[src/hw/rtl/dsc_pkg.sv]
// dsc_pkg: shared types and constants for the day serial to calendar block
// used by every rtl file of the block except dsc_if; depends on nothing
`timescale 1ns / 1ps
`default_nettype none

package dsc_pkg;

   // field widths of the request channel and of the queue item
   localparam int DayNumberWidth   = 23;
   localparam int DayFractionWidth = 32;
   localparam int DaysWidth        = 22;
   localparam int SecsWidth        = 17;

   // range limits of the serial date
   localparam logic signed [22:0] DateHigh = 23'sd2958465;
   localparam logic signed [22:0] DateLow  = -23'sd657434;

   // calendar constants
   localparam int DaysToEpoch = 693959;
   localparam int Days400     = 146097;
   localparam int Days100     = 36524;
   localparam int Days4       = 1461;
   localparam int Days1       = 365;
   localparam int SecsPerDay  = 86400;
   localparam int SecsPerHour = 3600;
   localparam int SecsPerMin  = 60;
   localparam int DaysPerWeek = 7;

   // reciprocal estimates, q = (x * recip) >> shift, low by at most one
   localparam int ShiftDays  = 22;
   localparam int Recip400   = (1 << ShiftDays) / Days400;
   localparam int RecipWeek  = (1 << ShiftDays) / DaysPerWeek;
   localparam int ShiftHour  = 17;
   localparam int RecipHour  = (1 << ShiftHour) / SecsPerHour;
   localparam int ShiftFour  = 16;
   localparam int Recip4     = (1 << ShiftFour) / Days4;
   localparam int ShiftMin   = 12;
   localparam int RecipMin   = (1 << ShiftMin) / SecsPerMin;

   // cumulative day count at the start of each month, common year
   localparam logic [8:0] MonthStart [13] = '{
      9'd0, 9'd31, 9'd59, 9'd90, 9'd120, 9'd151, 9'd181,
      9'd212, 9'd243, 9'd273, 9'd304, 9'd334, 9'd365
   };

   // one beat held in the queue between front and back
   typedef struct packed {
      logic                 ok;
      logic [DaysWidth-1:0] days;
      logic [SecsWidth-1:0] secs;
   } dsc_item_type;

   typedef struct packed {
      logic         valid;
      dsc_item_type item;
   } dsc_beat_type;

endpackage

`default_nettype wire

[src/hw/rtl/dsc_if.sv]
// dsc_if: valid/ready channel interfaces for request and response beats
// depends on nothing
`timescale 1ns / 1ps
`default_nettype none

interface dsc_req_if;
   logic               valid;
   logic               ready;
   logic signed [22:0] day_number;
   logic [31:0]        day_fraction;

   modport source (output valid, day_number, day_fraction, input ready);
   modport sink   (input valid, day_number, day_fraction, output ready);
endinterface

interface dsc_rsp_if;
   logic        valid;
   logic        ready;
   logic        date_valid;
   logic [13:0] year;
   logic [3:0]  month;
   logic [4:0]  day_of_month;
   logic [4:0]  hour;
   logic [5:0]  minute;
   logic [5:0]  second;
   logic [2:0]  weekday;
   logic [8:0]  year_day;

   modport source (output valid, date_valid, year, month, day_of_month, hour,
                   minute, second, weekday, year_day, input ready);
   modport sink   (input valid, date_valid, year, month, day_of_month, hour,
                   minute, second, weekday, year_day, output ready);
endinterface

`default_nettype wire

[src/hw/rtl/day_serial_to_calendar.sv]
// day_serial_to_calendar: ole automation date to calendar fields
// top level; uses dsc_pkg, dsc_if, dsc_front, dsc_queue and dsc_back
//
// usage
//   req_chan carries a signed day count since 1899-12-30 and the unsigned
//   magnitude of the day fraction; rsp_chan returns date_valid, year,
//   month, day_of_month, hour, minute, second, weekday (sunday 1) and
//   year_day, one response beat for every request beat, in order.
//   when the response side is ready, one beat is accepted every cycle.
//   the front (range check and rounding, then the second-of-day
//   multiplier) is two stages, a two-entry queue follows, and the back
//   is six stages whose last one is the response register.
//   when rsp_chan.ready is low the back holds, the queue fills, and
//   req_chan.ready drops once the front cannot hand over its beat; no
//   beat is lost or repeated.
//   reset clears all valid state and the queue; nothing else needs it.
`timescale 1ns / 1ps
`default_nettype none

module day_serial_to_calendar #(
   parameter int FRACTION_BITS = 32
) (
   input  wire logic clock,
   input  wire logic reset,
   dsc_req_if.sink   req_chan,
   dsc_rsp_if.source rsp_chan
);
   import dsc_pkg::*;

   dsc_beat_type push;
   dsc_beat_type pop;
   logic         push_ready;
   logic         pop_ready;

   dsc_front #(
      .FRACTION_BITS(FRACTION_BITS)
   ) u_front (
      .clock     (clock),
      .reset     (reset),
      .req_chan  (req_chan),
      .push      (push),
      .push_ready(push_ready)
   );

   dsc_queue u_queue (
      .clock     (clock),
      .reset     (reset),
      .push      (push),
      .push_ready(push_ready),
      .pop       (pop),
      .pop_ready (pop_ready)
   );

   dsc_back u_back (
      .clock    (clock),
      .reset    (reset),
      .pop      (pop),
      .pop_ready(pop_ready),
      .rsp_chan (rsp_chan)
   );

endmodule

`default_nettype wire

[src/hw/rtl/dsc_front.sv]
// dsc_front: accepts request beats, range check, rounding to the second,
// day count from year zero and second of day; uses dsc_pkg and dsc_if
`timescale 1ns / 1ps
`default_nettype none

module dsc_front #(
   parameter int FRACTION_BITS = 32
) (
   input  wire logic          clock,
   input  wire logic          reset,
   dsc_req_if.sink            req_chan,
   output dsc_pkg::dsc_beat_type push,
   input  wire logic          push_ready
);
   import dsc_pkg::*;

   localparam int FB = FRACTION_BITS;
   localparam longint unsigned FracOne = 64'd1 << FB;
   localparam longint unsigned HalfSec = (FracOne + 64'd86400) / 64'd172800;

   logic                 adv;
   logic [FB+31:0]       frac_ext;
   logic [FB-1:0]        frac;
   logic [22:0]          dn_bits;
   logic [22:0]          mag;
   logic [FB+23:0]       rnd;
   logic [FB+16:0]       sec_prod;

   logic                 f1_valid_ff;
   logic                 f1_ok_ff, f1_ok_in;
   logic                 f1_neg_ff, f1_neg_in;
   logic [DaysWidth-1:0] f1_whole_ff, f1_whole_in;
   logic [FB-1:0]        f1_frac_ff, f1_frac_in;
   logic                 f2_valid_ff;
   dsc_item_type         f2_item_ff, f2_item_in;

   // both stages move together unless the queue refuses the last one
   assign adv            = !f2_valid_ff || push_ready;
   assign req_chan.ready = adv;

   // range check and rounding by half a second in the direction of magnitude
   always_comb begin
      frac_ext    = {{FB{1'b0}}, req_chan.day_fraction};
      frac        = frac_ext[FB-1:0];
      dn_bits     = req_chan.day_number;
      f1_neg_in   = dn_bits[22];
      mag         = f1_neg_in ? (23'd0 - dn_bits) : dn_bits;
      f1_ok_in    = !((req_chan.day_number > DateHigh) ||
                      (req_chan.day_number == DateHigh && frac != '0) ||
                      (req_chan.day_number < DateLow) ||
                      (req_chan.day_number == DateLow && frac != '0));
      rnd         = {1'b0, mag, {FB{1'b0}}} + (FB+24)'(frac) + (FB+24)'(HalfSec);
      f1_whole_in = rnd[FB+21:FB];
      f1_frac_in  = rnd[FB-1:0];
   end

   // signed day count from year zero and truncated second of the day
   always_comb begin
      sec_prod        = (FB+17)'(f1_frac_ff) * (FB+17)'(SecsPerDay);
      f2_item_in.ok   = f1_ok_ff;
      f2_item_in.days = f1_neg_ff ? (DaysWidth'(DaysToEpoch) - f1_whole_ff)
                                  : (DaysWidth'(DaysToEpoch) + f1_whole_ff);
      f2_item_in.secs = sec_prod[FB+16:FB];
   end

   // stage valids
   always_ff @(posedge clock) begin
      if (reset) begin
         f1_valid_ff <= 1'b0;
         f2_valid_ff <= 1'b0;
      end else if (adv) begin
         f1_valid_ff <= req_chan.valid;
         f2_valid_ff <= f1_valid_ff;
      end
   end

   // stage payloads
   always_ff @(posedge clock) begin
      if (adv) begin
         f1_ok_ff    <= f1_ok_in;
         f1_neg_ff   <= f1_neg_in;
         f1_whole_ff <= f1_whole_in;
         f1_frac_ff  <= f1_frac_in;
         f2_item_ff  <= f2_item_in;
      end
   end

   assign push = '{valid: f2_valid_ff, item: f2_item_ff};

endmodule

`default_nettype wire

[src/hw/rtl/dsc_queue.sv]
// dsc_queue: two-entry queue decoupling the front from the back
// uses dsc_pkg for the beat type
`timescale 1ns / 1ps
`default_nettype none

module dsc_queue (
   input  wire logic                  clock,
   input  wire logic                  reset,
   input  wire dsc_pkg::dsc_beat_type push,
   output logic                       push_ready,
   output dsc_pkg::dsc_beat_type      pop,
   input  wire logic                  pop_ready
);
   import dsc_pkg::*;

   localparam int Depth = 2;

   dsc_item_type     mem [Depth];
   logic             wr_ptr_ff, wr_ptr_in;
   logic             rd_ptr_ff, rd_ptr_in;
   logic [1:0]       count_ff, count_in;
   logic             do_push, do_pop;

   assign push_ready = count_ff != 2'(Depth);
   assign pop        = '{valid: count_ff != 2'd0, item: mem[rd_ptr_ff]};
   assign do_push    = push.valid && push_ready;
   assign do_pop     = pop.valid && pop_ready;

   // pointer and fill count update
   always_comb begin
      wr_ptr_in = do_push ? !wr_ptr_ff : wr_ptr_ff;
      rd_ptr_in = do_pop ? !rd_ptr_ff : rd_ptr_ff;
      count_in  = count_ff + 2'(do_push) - 2'(do_pop);
   end

   always_ff @(posedge clock) begin
      if (reset) begin
         wr_ptr_ff <= 1'b0;
         rd_ptr_ff <= 1'b0;
         count_ff  <= 2'd0;
      end else begin
         wr_ptr_ff <= wr_ptr_in;
         rd_ptr_ff <= rd_ptr_in;
         count_ff  <= count_in;
      end
   end

   // entry storage
   always_ff @(posedge clock) begin
      if (do_push) begin
         mem[wr_ptr_ff] <= push.item;
      end
   end

endmodule

`default_nettype wire

[src/hw/rtl/dsc_back.sv]
// dsc_back: six-stage calendar breakdown of a day count and second of day
// uses dsc_pkg and dsc_if; the last stage is the response register
`timescale 1ns / 1ps
`default_nettype none

module dsc_back (
   input  wire logic                  clock,
   input  wire logic                  reset,
   input  wire dsc_pkg::dsc_beat_type pop,
   output logic                       pop_ready,
   dsc_rsp_if.source                  rsp_chan
);
   import dsc_pkg::*;

   typedef struct packed {
      logic        ok;
      logic [21:0] days;
      logic [16:0] secs;
      logic [26:0] p400;
      logic [41:0] p7;
      logic [22:0] ph;
   } s1_type;

   typedef struct packed {
      logic        ok;
      logic [17:0] am;
      logic [4:0]  y400;
      logic [2:0]  weekday;
      logic [4:0]  hour;
      logic [11:0] rh;
   } s2_type;

   typedef struct packed {
      logic        ok;
      logic [4:0]  y400;
      logic [1:0]  cen;
      logic [15:0] x;
      logic [21:0] px;
      logic [2:0]  weekday;
      logic [4:0]  hour;
      logic [11:0] rh;
      logic [18:0] pm;
   } s3_type;

   typedef struct packed {
      logic        ok;
      logic [4:0]  y400;
      logic [1:0]  cen;
      logic [4:0]  y4;
      logic        leap4;
      logic [10:0] d4;
      logic [2:0]  weekday;
      logic [4:0]  hour;
      logic [5:0]  minute;
      logic [5:0]  second;
   } s4_type;

   typedef struct packed {
      logic        ok;
      logic [13:0] year;
      logic        lyear;
      logic [8:0]  d4n;
      logic [2:0]  weekday;
      logic [4:0]  hour;
      logic [5:0]  minute;
      logic [5:0]  second;
   } s5_type;

   typedef struct packed {
      logic        date_valid;
      logic [13:0] year;
      logic [3:0]  month;
      logic [4:0]  day_of_month;
      logic [4:0]  hour;
      logic [5:0]  minute;
      logic [5:0]  second;
      logic [2:0]  weekday;
      logic [8:0]  year_day;
   } s6_type;

   logic       adv;
   logic [6:1] valid_ff;
   s1_type     s1_ff, s1_in;
   s2_type     s2_ff, s2_in;
   s3_type     s3_ff, s3_in;
   s4_type     s4_ff, s4_in;
   s5_type     s5_ff, s5_in;
   s6_type     s6_ff, s6_in;

   // whole pipeline moves unless the response register is held
   assign adv       = !valid_ff[6] || rsp_chan.ready;
   assign pop_ready = adv;

   // stage 1: reciprocal products for 400-year block, weekday and hour
   always_comb begin
      s1_in.ok   = pop.item.ok;
      s1_in.days = pop.item.days;
      s1_in.secs = pop.item.secs;
      s1_in.p400 = 27'(pop.item.days) * 27'(Recip400);
      s1_in.p7   = 42'(pop.item.days - 22'd1) * 42'(RecipWeek);
      s1_in.ph   = 23'(pop.item.secs) * 23'(RecipHour);
   end

   // stage 2: remainders with one correction step each
   always_comb begin
      logic [4:0]  q400;
      logic [21:0] rem400;
      logic [19:0] q7;
      logic [21:0] rem7;
      logic [21:0] days_m1;
      logic [5:0]  qh;
      logic [16:0] remh;
      q400    = s1_ff.p400[26:22];
      rem400  = s1_ff.days - 22'(q400) * 22'(Days400);
      if (rem400 >= 22'(Days400)) begin
         q400   = q400 + 5'd1;
         rem400 = rem400 - 22'(Days400);
      end
      days_m1 = s1_ff.days - 22'd1;
      q7      = s1_ff.p7[41:22];
      rem7    = days_m1 - 22'(q7) * 22'(DaysPerWeek);
      if (rem7 >= 22'(DaysPerWeek)) begin
         rem7 = rem7 - 22'(DaysPerWeek);
      end
      qh      = s1_ff.ph[22:17];
      remh    = s1_ff.secs - 17'(qh) * 17'(SecsPerHour);
      if (remh >= 17'(SecsPerHour)) begin
         qh   = qh + 6'd1;
         remh = remh - 17'(SecsPerHour);
      end
      s2_in.ok      = s1_ff.ok;
      s2_in.am      = rem400[17:0];
      s2_in.y400    = q400;
      s2_in.weekday = rem7[2:0] + 3'd1;
      s2_in.hour    = qh[4:0];
      s2_in.rh      = remh[11:0];
   end

   // stage 3: century inside the 400-year block, then 4-year product
   always_comb begin
      logic [17:0] am1;
      logic [1:0]  cen;
      logic [17:0] b;
      logic [15:0] x;
      am1 = s2_ff.am - 18'd1;
      if (s2_ff.am == 18'd0) begin
         cen = 2'd0;
      end else if (am1 >= 18'(3 * Days100)) begin
         cen = 2'd3;
      end else if (am1 >= 18'(2 * Days100)) begin
         cen = 2'd2;
      end else if (am1 >= 18'(Days100)) begin
         cen = 2'd1;
      end else begin
         cen = 2'd0;
      end
      b = am1 - 18'(cen) * 18'(Days100);
      x = (cen != 2'd0) ? (b[15:0] + 16'd1) : s2_ff.am[15:0];
      s3_in.ok      = s2_ff.ok;
      s3_in.y400    = s2_ff.y400;
      s3_in.cen     = cen;
      s3_in.x       = x;
      s3_in.px      = 22'(x) * 22'(Recip4);
      s3_in.weekday = s2_ff.weekday;
      s3_in.hour    = s2_ff.hour;
      s3_in.rh      = s2_ff.rh;
      s3_in.pm      = 19'(s2_ff.rh) * 19'(RecipMin);
   end

   // stage 4: 4-year block and day inside it; first block of a
   // non-leap century has no leap day
   always_comb begin
      logic [5:0]  y4;
      logic [15:0] d;
      logic [6:0]  qm;
      logic [11:0] remm;
      y4 = s3_ff.px[21:16];
      d  = s3_ff.x - 16'(y4) * 16'(Days4);
      if (d >= 16'(Days4)) begin
         y4 = y4 + 6'd1;
         d  = d - 16'(Days4);
      end
      qm   = s3_ff.pm[18:12];
      remm = s3_ff.rh - 12'(qm) * 12'(SecsPerMin);
      if (remm >= 12'(SecsPerMin)) begin
         qm   = qm + 7'd1;
         remm = remm - 12'(SecsPerMin);
      end
      s4_in.ok      = s3_ff.ok;
      s4_in.y400    = s3_ff.y400;
      s4_in.cen     = s3_ff.cen;
      s4_in.y4      = y4[4:0];
      s4_in.leap4   = !(s3_ff.cen != 2'd0 && y4 == 6'd0);
      s4_in.d4      = s4_in.leap4 ? d[10:0] : (s3_ff.x[10:0] - 11'd1);
      s4_in.weekday = s3_ff.weekday;
      s4_in.hour    = s3_ff.hour;
      s4_in.minute  = qm[5:0];
      s4_in.second  = remm[5:0];
   end

   // stage 5: year inside the 4-year block and the year number
   always_comb begin
      logic [1:0]  yr;
      logic [10:0] d4n;
      if (s4_ff.leap4) begin
         if (s4_ff.d4 >= 11'(3 * Days1 + 1)) begin
            yr = 2'd3;
         end else if (s4_ff.d4 >= 11'(2 * Days1 + 1)) begin
            yr = 2'd2;
         end else if (s4_ff.d4 >= 11'(Days1 + 1)) begin
            yr = 2'd1;
         end else begin
            yr = 2'd0;
         end
         d4n = (yr == 2'd0) ? s4_ff.d4
                            : (s4_ff.d4 - 11'd1 - 11'(yr) * 11'(Days1));
      end else begin
         if (s4_ff.d4 >= 11'(3 * Days1)) begin
            yr = 2'd3;
         end else if (s4_ff.d4 >= 11'(2 * Days1)) begin
            yr = 2'd2;
         end else if (s4_ff.d4 >= 11'(Days1)) begin
            yr = 2'd1;
         end else begin
            yr = 2'd0;
         end
         d4n = s4_ff.d4 - 11'(yr) * 11'(Days1);
      end
      s5_in.ok      = s4_ff.ok;
      s5_in.year    = 14'(s4_ff.y400) * 14'd400 + 14'(s4_ff.cen) * 14'd100 +
                      14'(s4_ff.y4) * 14'd4 + 14'(yr);
      s5_in.lyear   = s4_ff.leap4 && yr == 2'd0;
      s5_in.d4n     = d4n[8:0];
      s5_in.weekday = s4_ff.weekday;
      s5_in.hour    = s4_ff.hour;
      s5_in.minute  = s4_ff.minute;
      s5_in.second  = s4_ff.second;
   end

   // stage 6: month lookup, feb 29 on its own, zeros for an invalid date
   always_comb begin
      logic [8:0] dd;
      logic [3:0] cnt;
      logic       feb29;
      feb29 = s5_ff.lyear && s5_ff.d4n == 9'd59;
      dd    = s5_ff.d4n + 9'd1 - 9'(s5_ff.lyear && s5_ff.d4n >= 9'd60);
      cnt   = 4'd0;
      for (int k = 1; k < 12; k++) begin
         cnt = cnt + 4'(dd > MonthStart[k]);
      end
      s6_in = '0;
      if (s5_ff.ok) begin
         s6_in.date_valid   = 1'b1;
         s6_in.year         = s5_ff.year;
         s6_in.month        = feb29 ? 4'd2 : (cnt + 4'd1);
         s6_in.day_of_month = feb29 ? 5'd29 : 5'(dd - MonthStart[cnt]);
         s6_in.hour         = s5_ff.hour;
         s6_in.minute       = s5_ff.minute;
         s6_in.second       = s5_ff.second;
         s6_in.weekday      = s5_ff.weekday;
         s6_in.year_day     = s5_ff.d4n + 9'd1;
      end
   end

   // stage valids
   always_ff @(posedge clock) begin
      if (reset) begin
         valid_ff <= '0;
      end else if (adv) begin
         valid_ff <= {valid_ff[5:1], pop.valid};
      end
   end

   // stage payloads
   always_ff @(posedge clock) begin
      if (adv) begin
         s1_ff <= s1_in;
         s2_ff <= s2_in;
         s3_ff <= s3_in;
         s4_ff <= s4_in;
         s5_ff <= s5_in;
         s6_ff <= s6_in;
      end
   end

   // response register drives the channel
   assign rsp_chan.valid        = valid_ff[6];
   assign rsp_chan.date_valid   = s6_ff.date_valid;
   assign rsp_chan.year         = s6_ff.year;
   assign rsp_chan.month        = s6_ff.month;
   assign rsp_chan.day_of_month = s6_ff.day_of_month;
   assign rsp_chan.hour         = s6_ff.hour;
   assign rsp_chan.minute       = s6_ff.minute;
   assign rsp_chan.second       = s6_ff.second;
   assign rsp_chan.weekday      = s6_ff.weekday;
   assign rsp_chan.year_day     = s6_ff.year_day;

   // an invalid date leaves every calendar field at zero
   a_invalid_zero: assert property (@(posedge clock) disable iff (reset)
      valid_ff[6] && !s6_ff.date_valid |->
         s6_ff.year == 14'd0 && s6_ff.month == 4'd0 && s6_ff.weekday == 3'd0 &&
         s6_ff.year_day == 9'd0 && s6_ff.day_of_month == 5'd0)
      else $error("invalid date with nonzero fields");

   // a valid date has fields in calendar range
   a_valid_range: assert property (@(posedge clock) disable iff (reset)
      valid_ff[6] && s6_ff.date_valid |->
         s6_ff.month >= 4'd1 && s6_ff.month <= 4'd12 &&
         s6_ff.day_of_month >= 5'd1 && s6_ff.weekday >= 3'd1 &&
         s6_ff.weekday <= 3'd7 && s6_ff.year_day >= 9'd1 && s6_ff.hour <= 5'd23)
      else $error("calendar field out of range");

   // a beat taken from the queue lands in the first stage
   a_pop_lands: assert property (@(posedge clock) disable iff (reset)
      pop.valid && pop_ready |=> valid_ff[1])
      else $error("queue beat lost on entry to the back end");

endmodule

`default_nettype wire
[src/flat_wrapper.sv]
// flat-port wrapper written by rule: the top's interface ports become plain ports
module day_serial_to_calendar_flat import dsc_pkg::*;
#(
   parameter int FRACTION_BITS = 32
)
  (clock, reset, req_chan_valid, req_chan_day_number, req_chan_day_fraction, req_chan_ready, rsp_chan_valid, rsp_chan_date_valid, rsp_chan_year, rsp_chan_month, rsp_chan_day_of_month, rsp_chan_hour, rsp_chan_minute, rsp_chan_second, rsp_chan_weekday, rsp_chan_year_day, rsp_chan_ready);
  dsc_req_if req_chan_i ();
  dsc_rsp_if rsp_chan_i ();
  input  wire logic clock;
  input  wire logic reset;
  input wire logic [$bits(req_chan_i.valid)-1:0] req_chan_valid;
  input wire logic [$bits(req_chan_i.day_number)-1:0] req_chan_day_number;
  input wire logic [$bits(req_chan_i.day_fraction)-1:0] req_chan_day_fraction;
  output wire logic [$bits(req_chan_i.ready)-1:0] req_chan_ready;
  output wire logic [$bits(rsp_chan_i.valid)-1:0] rsp_chan_valid;
  output wire logic [$bits(rsp_chan_i.date_valid)-1:0] rsp_chan_date_valid;
  output wire logic [$bits(rsp_chan_i.year)-1:0] rsp_chan_year;
  output wire logic [$bits(rsp_chan_i.month)-1:0] rsp_chan_month;
  output wire logic [$bits(rsp_chan_i.day_of_month)-1:0] rsp_chan_day_of_month;
  output wire logic [$bits(rsp_chan_i.hour)-1:0] rsp_chan_hour;
  output wire logic [$bits(rsp_chan_i.minute)-1:0] rsp_chan_minute;
  output wire logic [$bits(rsp_chan_i.second)-1:0] rsp_chan_second;
  output wire logic [$bits(rsp_chan_i.weekday)-1:0] rsp_chan_weekday;
  output wire logic [$bits(rsp_chan_i.year_day)-1:0] rsp_chan_year_day;
  input wire logic [$bits(rsp_chan_i.ready)-1:0] rsp_chan_ready;
  assign req_chan_i.valid = req_chan_valid;
  assign req_chan_i.day_number = req_chan_day_number;
  assign req_chan_i.day_fraction = req_chan_day_fraction;
  assign req_chan_ready = req_chan_i.ready;
  assign rsp_chan_valid = rsp_chan_i.valid;
  assign rsp_chan_date_valid = rsp_chan_i.date_valid;
  assign rsp_chan_year = rsp_chan_i.year;
  assign rsp_chan_month = rsp_chan_i.month;
  assign rsp_chan_day_of_month = rsp_chan_i.day_of_month;
  assign rsp_chan_hour = rsp_chan_i.hour;
  assign rsp_chan_minute = rsp_chan_i.minute;
  assign rsp_chan_second = rsp_chan_i.second;
  assign rsp_chan_weekday = rsp_chan_i.weekday;
  assign rsp_chan_year_day = rsp_chan_i.year_day;
  assign rsp_chan_i.ready = rsp_chan_ready;
  day_serial_to_calendar #(.FRACTION_BITS(FRACTION_BITS)) u_core (.clock(clock), .reset(reset), .req_chan(req_chan_i), .rsp_chan(rsp_chan_i));
endmodule
[config.mk]
export PLATFORM = sky130hd
export DESIGN_NAME = day_serial_to_calendar_flat
export DESIGN_NICKNAME = d
export VERILOG_FILES = /design/src/hw/rtl/dsc_pkg.sv /design/src/hw/rtl/dsc_if.sv /design/src/hw/rtl/day_serial_to_calendar.sv /design/src/hw/rtl/dsc_front.sv /design/src/hw/rtl/dsc_queue.sv /design/src/hw/rtl/dsc_back.sv /design/src/flat_wrapper.sv
export SDC_FILE = /design/constraint.sdc
export NUM_CORES = 2
export LEC_CHECK = 0
export BUFFER_PORTS_ARGS = -buffer_cell sky130_fd_sc_hd__buf_4
export CORE_MARGIN = 2
export CORE_UTILIZATION = 70
export DETAILED_ROUTE_END_ITERATION = 8
export PLACE_DENSITY = 0.95
export SYNTH_ARGS = -nofsm -noshare
export SYNTH_HDL_FRONTEND = slang
export SYNTH_SLANG_ARGS = --single-unit
[constraint.sdc]
create_clock -name clock -period 17.1 [get_ports clock]
set_input_delay 0.855 -clock clock [delete_from_list [all_inputs] [get_ports clock]]
set_output_delay 0.855 -clock clock [all_outputs]
set_load 0.05 [all_outputs]
## After elaboration in Yosys (flattened, before gate mapping)

Memories as Yosys holds them, arrays and structs flattened. A register that Yosys moved wholly into a read port is not among the register bits.
Cells that the tools add are included.

- $add $sub $neg: 48
- Multiply operators: 16
- $lt $le $gt $ge: 29
- Eq/ne operators: 4
- Muxes and demuxes: 37
- Bitwise operators: 2
- Reduce and logical (&&, ||, !) cells: 28

Operators with widths:

| kind | number |
|---|---|
| $add 54x15->54 const B | 1 |
| $add 54x32->54 | 1 |
| $mux 53 | 1 |
| $mux 22 | 2 |
| $sub 22x22->22 | 2 |
| $mul 32x10->42 const B | 1 |
| $mul 42x19->41 const B | 1 |
| $ge 18x17->1 const B | 2 |
| $gt 9x8->1 const B | 4 |
| $reduce_bool 32->1 | 1 |
| $sub 16x16->16 | 2 |
| $add 4x1->4 | 7 |
| $gt 9x9->1 const B | 3 |
| $mul 22x3->25 const B | 1 |
| $mux 5 | 5 |
| $eq 23x21->1 const B | 1 |
| $eq 23x23->1 const B | 1 |
| $gt 23x23->1 const B | 1 |
| $lt 23x21->1 const B | 1 |
| $sub 22x1->23 const B | 1 |
| $add 20x22->22 const A | 1 |
| $ge 11x10->1 const B | 2 |
| $ge 11x11->1 const B | 2 |
| $ge 11x9->1 const B | 2 |
| other kinds (75) | 118 |

- Flip-flop bits (word level): 503
- Bits in writable memories: 80
- ROM bits: 144
- Output and inout bits: 55
- Memories kept: 2

Memory list:

| memory | words | width | read ports | clocked after Yosys merged registers in | wr ports | RTL line | RTL |
|---|---|---|---|---|---|---|---|
| (no name shown) | 16 | 9 | 1 | 0 | 0 | dsc_back.sv:256 | `s6_in.day_of_month = feb29 ? 5'd29 : 5'(dd - MonthStart[cnt]);` |
| u_core.u_queue.mem | 2 | 40 | 1 | 1 | 1 | dsc_queue.sv:18 | `dsc_item_type mem [Depth];` |

## Longest topological paths before layout

- Depth after elaboration: 21
- Gate-level depth with buffers: 38

## Modules after synthesis

A second synthesis with hierarchy kept.

- Cell total of the unflattened synthesis: 4403
- Area total of the unflattened synthesis: 46611.0 um^2

Modules (own cells, without submodules):

| module | times used | cells an instance | area each (um^2) |
|---|---|---|---|
| dsc_back | 1 | 3195 | 33051.7 |
| dsc_front | 1 | 1055 | 10426.2 |
| dsc_queue | 1 | 153 | 3133.0 |

## Worst setup path before layout

No wires, ideal clock.

- Kind: input to register
- From: input rsp_chan_ready
- To: register u_core.u_queue.count_ff[1]
- Setup time: 0.128 ns
- Arrival time: 9.429 ns
- Data required time: 16.972 ns
- Slack: 7.544 ns
- Cell stages on the path: 10
- Path buffers: 0
- Path through: nor2b_1 > inv_1 > o21ai_0 > inv_1 > ha_1 > inv_1 > ha_1 > xor2_1 > xnor2_1 > nor2_1

- Word-level cells in the longest chain between the ends: 3

RTL lines:

| what | RTL line | RTL |
|---|---|---|
| start, declared | flat_wrapper.sv:25 | `input wire logic [$bits(rsp_chan_i.ready)-1:0] rsp_chan_ready;` |
| $logic_or 1x1->1 | dsc_back.sv:91 | `assign adv = !valid_ff[6] \|\| rsp_chan.ready;` |
| $logic_and 1x1->1 | dsc_queue.sv:27 | `assign do_pop = pop.valid && pop_ready;` |
| net u_core.u_queue.do_pop | dsc_queue.sv:22 | `logic do_push, do_pop;` |
| $sub 2x1->2 | dsc_queue.sv:33 | `count_in = count_ff + 2'(do_push) - 2'(do_pop);` |
| end signal, assigned | dsc_queue.sv:44 | `count_ff <= count_in;` |
| end, declared | dsc_queue.sv:21 | `logic [1:0] count_ff, count_in;` |

The timed path passes the listed nets, and every way through them passes these cells.
A chain may end at the register's enable or synchronous reset.

==> results.json <==
{
  "hold_viol": 0,
  "place_inst": 5414,
  "relSlewSlack": 0.124,
  "cts.sinks": 504,
  "antenna_found_initial": 3,
  "cp.arrival_ps": 9500,
  "cts_resized": 0,
  "rsz0062_at_grt": "false",
  "std_cell_rows": 94,
  "nets": 5655,
  "num_antenna_cells": 0,
  "dieArea_um2": 69100,
  "clk_latency_ps": 640,
  "routedWlPerCell_um": 20.4,
  "ant_nets": 0,
  "hold_buffers": 0,
  "holdCritPathClass": "reg -> reg",
  "die_x_um": 263,
  "yosysWarningCount": 0,
  "yosys_register_bits": 504,
  "drt_iter0_drc": 3081,
  "fin_worst_skew_ps": 26.1,
  "post-route-period-util": 0.533,
  "ctsRootBufferMaster": "clkbuf_16",
  "cap_viol_max_count": 0,
  "critPathMaxFanout": 40,
  "synth_area_um2": 46900,
  "drt_wl_total_mm": 112,
  "grt_pass1_wl_mm": 183,
  "ys.flop_type": "edfxtp_1",
  "grt_usage": 0.327,
  "clkTransAtPathRegs_ps": 60,
  "startpoint_type": "flip-flop",
  "cp-end-kind": "flip-flop",
  "final_cells": 5509,
  "place_area_um2": 48700,
  "timing.hold.ws_ps": 417,
  "clk_path_buf_depth": 3,
  "path_class": "reg -> reg",
  "synth_nets": 5547,
  "setup_tns_ps": 0,
  "tritoncts": "yes",
  "async_reset_ff_frac": 0,
  "grt_pass1_vias": 36225,
  "vias": 34567,
  "syn2layout_area_growth_pct": 7.30,
  "cts_max_level": 2,
  "clock.fmax_mhz": 110,
  "yosysSeqAreaShare": 0.320,
  "setup_violations": 0,
  "synthCells": 4498,
  "slew_viol_final": 0,
  "period_minus_slack_ps": 9120,
  "stdcell_area_um2": 50400,
  "initial_utilization": 0.710,
  "viasPerCell": 6.27,
  "numCtsBuffers": 54,
  "first_pass_iters": 9,
  "coreArea_um2": 66100,
  "avgSynthCellArea_um2": 10.4,
  "ys_types": 92,
  "post_cts_buffers": 0,
  "cp.required_ps": 17480,
  "hpwl_mm": 84.3,
  "routabilityCongestion": 0.966,
  "io_pins": 114,
  "layout-drive-gt1-share": 0.0614,
  "grt_overflow": 0,
  "worst_pin_slew_ps": 1310,
  "min_from": "u_core.u_back.s4_ff[11]$_DFFE_PN_",
  "io_buffers": 113,
  "status": "complete, no violations",
  "synth_edf_count": 491,
  "drc_errors": 0,
  "grt_max_degree": 113,
  "die_height_um": 263
}
[final cells by class]
cell class	instances	area (µm²)
multi-input combinational	3134	28700
fill	3793	15700
clock buffer	66	1440
tap	864	1080
inverter	787	2960
timing repair buffer	125	938
sequential	504	15000
clock inverter	29	246
[flip-flops by register name, indices dropped and copies added (netlist names), 5 cells and up, named ones only]
register                             count
u_core.u_queue.mem                      80
u_core.u_back.s1_ff                     71
u_core.u_back.s3_ff                     57
u_core.u_back.s4_ff                     45
u_core.u_back.s5_ff                     45
u_core.u_back.s2_ff                     44
u_core.u_front.push                     40
u_core.u_front.f1_frac_ff               32
u_core.u_front.f1_whole_ff              22
u_core.u_back.rsp_chan.year             14
u_core.u_back.rsp_chan.year_day          9
u_core.u_back.rsp_chan.minute            6
u_core.u_back.rsp_chan.second            6
u_core.u_back.valid_ff                   6
u_core.u_back.rsp_chan.day_of_month      5
u_core.u_back.rsp_chan.hour              5
[logic make-up (layout without fill, tap and decap cells)]
kind of cell,count (synthesis),in the layout,share of synthesized area
XOR/XNOR,382,382,0.0713
multiplexers,74,74,0.0169
AND/OR/NAND/NOR,906,906,0.0980
adder cells (fa/ha/maj),991,991,0.316
AO/OA/AOI/OAI,781,781,0.108
buffers and inverters,860,1007,0.0693
flip-flops,504,504,0.320
[cells in the final DEF (no fill, tap or decap), types with 34 or more instances in the layout]
cell / netlist / final
a21o_1: 72 / 72
a21oi_1: 208 / 208
and2_1: 60 / 60
buf_4: 0 / 125
clkbuf_16: 0 / 55
edfxtp_1: 491 / 491
fa_1: 326 / 326
ha_1: 664 / 664
inv_1: 784 / 783
mux2i_1: 41 / 41
nand2_1: 216 / 216
nand2b_1: 34 / 34
nand3_1: 70 / 70
nor2_1: 209 / 208
nor2b_1: 49 / 49
nor3_1: 68 / 68
o21a_1: 48 / 48
o21ai_0: 165 / 165
xnor2_1: 253 / 253
xor2_1: 129 / 129
[path summary, 6_finish.rpt]
path                                       endpoint  cells after the start  slack (ps)
hold / removal    u_core.u_back.s5_ff[11]$_DFFE_PN_                      0         420
setup / recovery  u_core.u_back.s1_ff[64]$_DFFE_PN_                     26        7980
setup reg to reg  u_core.u_back.s1_ff[64]$_DFFE_PN_                     26        7980
hold reg to reg   u_core.u_back.s5_ff[11]$_DFFE_PN_                      0         420
[metrics by stage]
step / worst slack, ps / util
after global placement: 8510 / 0.736
final: 7980 / 0.762
after detailed placement: 8230 / 0.736
after global routing: 7520 / 0.762
after CTS: 8080 / 0.762
after floorplan: 7540 / -
[critical path, stage by stage (launching register included)]
cell       delay, ps
dfxtp_2          320
buf_4            500
mux2i_1          640
ha_1             340
and2_1           190
o2111ai_1        200
a31oi_1          370
o211ai_1         200
a21bo_2          370
inv_1            800
ha_1             420
ha_1             480
inv_1             90
fa_1             470
fa_1             560
inv_1             60
fa_1             500
ha_1             350
inv_1             90
o21ai_0          110
a211o_1          330
o211ai_1         150
a31oi_1          200
a41o_1           330
or4_1            430
a31oi_1          230
xnor2_1           90
[routing by layer]
| metal | global-route usage | wire length (µm) | vias up |
|---|---|---|---|
| met1 | 0.367 | 40300 | 16602 |
| met4 | 0.174 | 6620 | 4 |
| met3 | 0.0516 | 7540 | 547 |
| met5 | 0 | 34 | - |
| met2 | 0.596 | 57700 | 1754 |
| li1 | - | - | 15660 |
[cells in the mapped netlist, drive strengths merged (48+ instances only)]
| cell type | count | share of area |
|---|---|---|
| clkbuf | 57 | 0.0046 |
| nand3 | 70 | 0.0075 |
| inv | 785 | 0.063 |
| edfxtp | 491 | 0.31 |
| fa | 326 | 0.14 |
| xor2 | 129 | 0.024 |
| nor3 | 71 | 0.0079 |
| ha | 664 | 0.18 |
| nand2 | 216 | 0.017 |
| nor2b | 49 | 0.0065 |
| nor2 | 210 | 0.017 |
| o21a | 48 | 0.0077 |
| a21o | 72 | 0.012 |
| and2 | 60 | 0.0080 |
| xnor2 | 253 | 0.047 |
| o21ai | 166 | 0.018 |
| a21oi | 208 | 0.022 |
Power is not shown: default switching activity piles up to over one toggle a cycle in this logic, so the estimate is an artifact.
